$ cat src/rtl/pda_pkg.sv
// shared widths, register indexes, reset values and control structs of the dwell alarm core
package pda_pkg;

    localparam int PDA_TRACK_COUNT = 256;
    localparam int PDA_COORD_BITS  = 12;

    localparam int ID_W    = 8;
    localparam int BOX_W   = 12;
    localparam int ELAP_W  = 16;
    localparam int FRAC_W  = 9;
    localparam int IMG_W   = 12;
    localparam int CNT_W   = 32;
    localparam int LVL_W   = 2;
    localparam int CIDX_W  = 3;
    localparam int IN_W    = 48;
    localparam int OUT_W   = 48;

    // register indexes
    localparam logic [CIDX_W-1:0] CFG_LINE_FRAC = 3'd0;
    localparam logic [CIDX_W-1:0] CFG_WATER_LVL = 3'd1;
    localparam logic [CIDX_W-1:0] CFG_IMG_H     = 3'd2;
    localparam logic [CIDX_W-1:0] CFG_MAX_CNT   = 3'd3;
    localparam logic [CIDX_W-1:0] CFG_RED_CNT   = 3'd4;
    localparam logic [CIDX_W-1:0] CFG_YEL_CNT   = 3'd5;

    // register reset values
    localparam logic [FRAC_W-1:0] RST_LINE_FRAC = 9'd128;
    localparam logic [FRAC_W-1:0] RST_WATER_LVL = 9'd128;
    localparam logic [IMG_W-1:0]  RST_IMG_H     = 12'd480;
    localparam logic [CNT_W-1:0]  RST_MAX_CNT   = 32'd10000;
    localparam logic [CNT_W-1:0]  RST_RED_CNT   = 32'd6000;
    localparam logic [CNT_W-1:0]  RST_YEL_CNT   = 32'd3000;

    // alarm levels
    localparam logic [LVL_W-1:0] LVL_GREEN  = 2'd0;
    localparam logic [LVL_W-1:0] LVL_YELLOW = 2'd1;
    localparam logic [LVL_W-1:0] LVL_RED    = 2'd2;

    typedef struct packed {
        logic [FRAC_W-1:0] line_frac;
        logic [FRAC_W-1:0] water_lvl;
        logic [IMG_W-1:0]  img_h;
        logic [CNT_W-1:0]  max_cnt;
        logic [CNT_W-1:0]  red_cnt;
        logic [CNT_W-1:0]  yel_cnt;
    } t_pda_cfg;

    typedef struct packed {
        logic clear;    // write zero at sweep address, advance sweep
        logic accept;   // capture input beat
        logic mul;      // form products, latch stored count
        logic upd;      // compute new count, write table
        logic emit;     // load output register
    } t_pda_cmd;

    typedef struct packed {
        logic clr_last; // sweep at last entry
        logic out_busy; // output register holds an untaken result
    } t_pda_sts;

endpackage

$ cat src/rtl/pda_ctrl.sv
// sequencing state machine: clearing sweep, then one item through four steps
module pda_ctrl (
    input  logic              i_clk,
    input  logic              i_rst_n,
    input  logic              i_in_valid,
    output logic              o_in_ready,
    input  pda_pkg::t_pda_sts i_sts,
    output pda_pkg::t_pda_cmd o_cmd
);
    import pda_pkg::*;

    localparam logic [2:0] S_CLEAR = 3'd0;
    localparam logic [2:0] S_IDLE  = 3'd1;
    localparam logic [2:0] S_MUL   = 3'd2;
    localparam logic [2:0] S_UPD   = 3'd3;
    localparam logic [2:0] S_LVL   = 3'd4;

    logic [2:0] r_state;
    logic [2:0] n_state;

    always_comb begin
        n_state    = r_state;
        o_cmd      = '0;
        o_in_ready = 1'b0;
        case (r_state)
            S_CLEAR: begin
                o_cmd.clear = 1'b1;
                if (i_sts.clr_last) begin
                    n_state = S_IDLE;
                end
            end
            S_IDLE: begin
                o_in_ready   = 1'b1;
                o_cmd.accept = i_in_valid;
                if (i_in_valid) begin
                    n_state = S_MUL;
                end
            end
            S_MUL: begin
                o_cmd.mul = 1'b1;
                n_state   = S_UPD;
            end
            S_UPD: begin
                o_cmd.upd = 1'b1;
                n_state   = S_LVL;
            end
            S_LVL: begin
                // wait here while the previous result is still untaken
                if (!i_sts.out_busy) begin
                    o_cmd.emit = 1'b1;
                    n_state    = S_IDLE;
                end
            end
            default: begin
                n_state = S_CLEAR;
            end
        endcase
    end

    always_ff @(posedge i_clk) begin
        if (!i_rst_n) begin
            r_state <= S_CLEAR;
        end else begin
            r_state <= n_state;
        end
    end

endmodule

$ cat config.mk
export PLATFORM = sky130hd
export DESIGN_NAME = pda_ctrl
export DESIGN_NICKNAME = d
export VERILOG_FILES = /design/src/rtl/pda_pkg.sv /design/src/rtl/pda_ctrl.sv
export SDC_FILE = /design/constraint.sdc
export NUM_CORES = 1
export LEC_CHECK = 0
export BUFFER_PORTS_ARGS = -buffer_cell sky130_fd_sc_hd__buf_4
export CAP_MARGIN = 10
export CORE_AREA = 3 3 40 42
export CTS_BUF_LIST = sky130_fd_sc_hd__clkbuf_8 sky130_fd_sc_hd__clkbuf_16
export DETAILED_ROUTE_END_ITERATION = 8
export DIE_AREA = 0 0 43 45
export PLACE_DENSITY_LB_ADDON = 0.05
export SYNTH_ARGS = -nofsm -noshare
export SYNTH_HDL_FRONTEND = slang
export SYNTH_SLANG_ARGS = --single-unit
export TNS_END_PERCENT = 50
$ cat constraint.sdc
create_clock -name i_clk -period 1.35 [get_ports i_clk]
set_clock_uncertainty 0.1 [all_clocks]
set_input_delay 0 -clock i_clk [delete_from_list [all_inputs] [get_ports i_clk]]
set_output_delay 0 -clock i_clk [all_outputs]
set_load 0.1 [all_outputs]
Yosys cells after proc, flatten, opt, wreduce, memory -nomap -nowiden
Index checks and enable logic that the tools add are counted.
{"block": "word_totals", "in_bits": 5, "out_inout_bits": 6, "elab_cells": 21, "ff_bits": 3}
{"block": "classes", "eq_ne": 7, "mux": 11, "n_reduce_logical": 2}
{"operator": "$pmux W3 S5", "n": 1}
{"operator": "$mux W3", "n": 3}
{"operator": "$mux W1", "n": 7}
{"operator": "$eq A3 B2 Y1 const B", "n": 2}
{"operator": "$ne A2 B2 Y1 const B", "n": 3}
{"operator": "$eq A3 B1 Y1 const B", "n": 1}
{"operator": "$eq A3 B3 Y1 const B", "n": 1}
{"operator": "$logic_not A3 Y1", "n": 1}
{"operator": "$reduce_and A3 Y1", "n": 1}

Longest topological paths before layout
{"block": "logic_depth", "ltp_word": 3, "depth_mapped": 4, "mapped_depth_nobuf": 3}

Least setup slack after synthesis
No wires, ideal clock.
{"block": "synth_timing", "path_kind": "reg2out", "start": "register r_state[0]", "end": "output port o_in_ready", "t_required_ns": 1.250, "arrival_time_ns": 2.656, "path_stages_with_launch": 3, "n_path_buf": 1, "setup_slack_ns": -1.406, "path_cell_list": "dfxtp_1 > buf_4 > nor3b_1"}
{"block": "synth_between", "elab_chain_len": 2}
{"element": "start: declaration", "line_no": "pda_ctrl.sv:18", "text": "logic [2:0] r_state;"}
{"element": "start signal: assignment", "line_no": "pda_ctrl.sv:64", "text": "r_state <= n_state;"}
{"element": "$eq A3 B1 Y1", "line_no": "pda_ctrl.sv:25", "text": "case (r_state)"}
{"element": "$mux W1", "line_no": "pda_ctrl.sv:25"}
{"element": "end: declaration", "line_no": "pda_ctrl.sv:6", "text": "output logic o_in_ready,"}
No other way between the ends.

==> metrics.txt <==
outcome=completed; Mean Syn Cell Area=9.612 um^2; largest cells by area after synthesis=dfxtp_1 28%, nor4b_4 11%, nor3b_1 11%; CP Data Arrival Time=1.18 ns; RePlAce Congestion=0.5825; Max Clock Freq=780.0 MHz; Syn Inst Count=22; DRT antenna net count=0; max reg flops=3; First-pass DRT Iterations=2; slowest stage delay, CP=0.37 ns; Netlist cell types=14; top cell type's share of synthesized area=0.2840; Psw=0.1832 mW; Core Area=1285 um^2; Overflow after GRT=0; period utilization=0.9497; ys flop type=dfxtp_1; DRT iter0 DRCs=3; vias in the first global route=232; clk_lat worst skew=0.21 ns; Final #Nets=42; Synth-to-Final Area Change=86.39%; Logic pwr share=0.316; sequential-to-total area share from yosys stat=0.2840; Slew @ Worst Pin=0.2792 ns; Seq cells post-synth=3; Fin. Hold Viols=0; maximum clock path buffer count=2; Worst VDD drop=0.0008463 V; Top reg by flops=r_state; Pleak=0.1711 nW; Die Ht=45 um; CTS tree=built; max_slew headroom=0.8154; total CTS buffers=3; CP required=1.25 ns; DRC Markers=0; CP Cell Sequence=nor4b_4, buf_6; Clock Pin Slew Worst Setup and Hold Paths=0.03 ns; Int Pwr=0.3423 mW; pin count of the biggest net entering global routing=11; pwr/cell area=1333 nW/um^2; CTS sink cnt=3; wire per inst=10.55 um; antenna cells=0; CTS root buffer=clkbuf_8; Yosys warning count=0; Post-synth EDFFs=0; I/O pin cnt=11; setup_tns=0 ns; Initial Utilization=0.1646; Critical-path top delay cell=dfxtp_2; share of layout cells above drive strength 1=0.6111; CP Launch Type=register; leading area contributor after synthesis=dfxtp_1; die width=43 um; Largest regs=r_state x3; CP max FO=10; clock period minus final worst setup slack=1.282 ns; synth cell count leaders=3 x dfxtp_1, 3 x nor3b_1; critical path capture point type=output port; sequential share of power=0.218; antenna violations before repair=0; endpoints failing setup=0; Max Cap Viol=0; switching share of power=0.3486; Routed Wire Length=538 um; num rows=13; clock power share=0.467; Min-Delay Path Class=primary input to register; PortBufs=10; syn_nets=27; Total Routing Usage GR=0.07066; DR vias=217; CTS HTree Levels=1; total power=0.5254 mW; ys async rst share=0; WS Path Type=register to output port; mapped cell area=211.5 um^2; Slew Viols, Final=0; via density per instance=4.255; first-pass GRT wire length=945 um; die area=1935 um^2
metal layers:
layer | vias to the layer above | GRT usage | share of wire
met4 | 0 | 0.03614 | 0
met3 | 0 | 0.05179 | 0.067
met2 | 10 | 0.1138 | 0.50
met5 | - | 0 | 0
met1 | 101 | 0.06715 | 0.43
li1 | 106 | - | -
worst max-delay path, delay by kind of cell, from the launching register on:
family / cells / cell delay (ns)
buffers and inverters: 1 / 0.27
DFF: 1 / 0.37
and+or+nand+nor: 1 / 0.33
cell type report:
class | count | area [um^2]
flip-flops and latches | 3 | 63.81
clock buffers | 3 | 41.29
well taps | 15 | 18.77
repair buffers | 13 | 123.9
fillers | 142 | 890.9
clock inverters | 1 | 3.754
multi-input cells | 16 | 142.6
final timing paths:
path | endpoint | start | slack, ns | depth (start not counted)
min | r_state[2] | i_sts[0] | 0.006 | 3
max | o_cmd[0] | r_state[1] | 0.07 | 2
max reg2reg | r_state[0] | r_state[1] | 0.20 | 3
min reg2reg | r_state[1] | r_state[2] | 0.39 | 1
power by group through the flow:
stage | sequential (mW) | clock, mW | combinational [mW]
after CTS | 0.115 | 0.253 | 0.160
after global routing | 0.117 | 0.259 | 0.173
after detailed placement | 0.114 | 0 | 0.154
after floorplan | 0.0975 | 0 | 0.143
final | 0.114 | 0.245 | 0.166
after global placement | 0.113 | 0 | 0.154
repair_timing:
item,in CTS,in global routing
buffers inserted,0,1
setup endpoints to repair,5,5
gates resized for setup,4,5
pin swaps,0,0
endpoints found under the hold margin,3,0
hold buffers,1,0
placed cells by master (no fill, tap or decap):
cell           instances
a31oi_1                1
nor3b_1                1
dlygate4sd3_1          1
dfxtp_2                3
nor2_1                 2
mux2i_1                1
nor3_2                 1
buf_4                  8
inv_1                  1
nor4b_1                1
clkbuf_8               3
nor3_1                 1
nor2b_1                2
nor3b_2                2
nor4b_4                1
o31a_1                 1
buf_12                 1
and3b_1                2
buf_6                  3
cells by family (layout without fill, tap and decap cells):
kind of cell,count (synthesis),after routing,share of synthesized area
multiplexers,1,1,0.04734
flip-flops,3,3,0.2840
AND/OR/NAND/NOR,13,13,0.4852
AO/OA/AOI/OAI,2,2,0.07103
buffers and inverters,3,17,0.1124
stage by stage:
step	cells	setup slack (ns)	utilization	instance area, um^2	hold slack (ns)
6_report	51	0.06797	0.3067	394.1	0.006298
5_1_grt	51	-0.004393	0.3067	394.1	0.02122
4_1_cts	50	0.01149	0.2872	369.1	0.01124
3_5_place_dp	45	0.1300	0.2366	304.0	0.1393
3_3_place_gp	45	0.1546	0.2366	304.0	0.1360
2_1_floorplan	22	-0.5731	-	229.0	0.01983
Note: power is estimated with default switching activity, not from simulation.
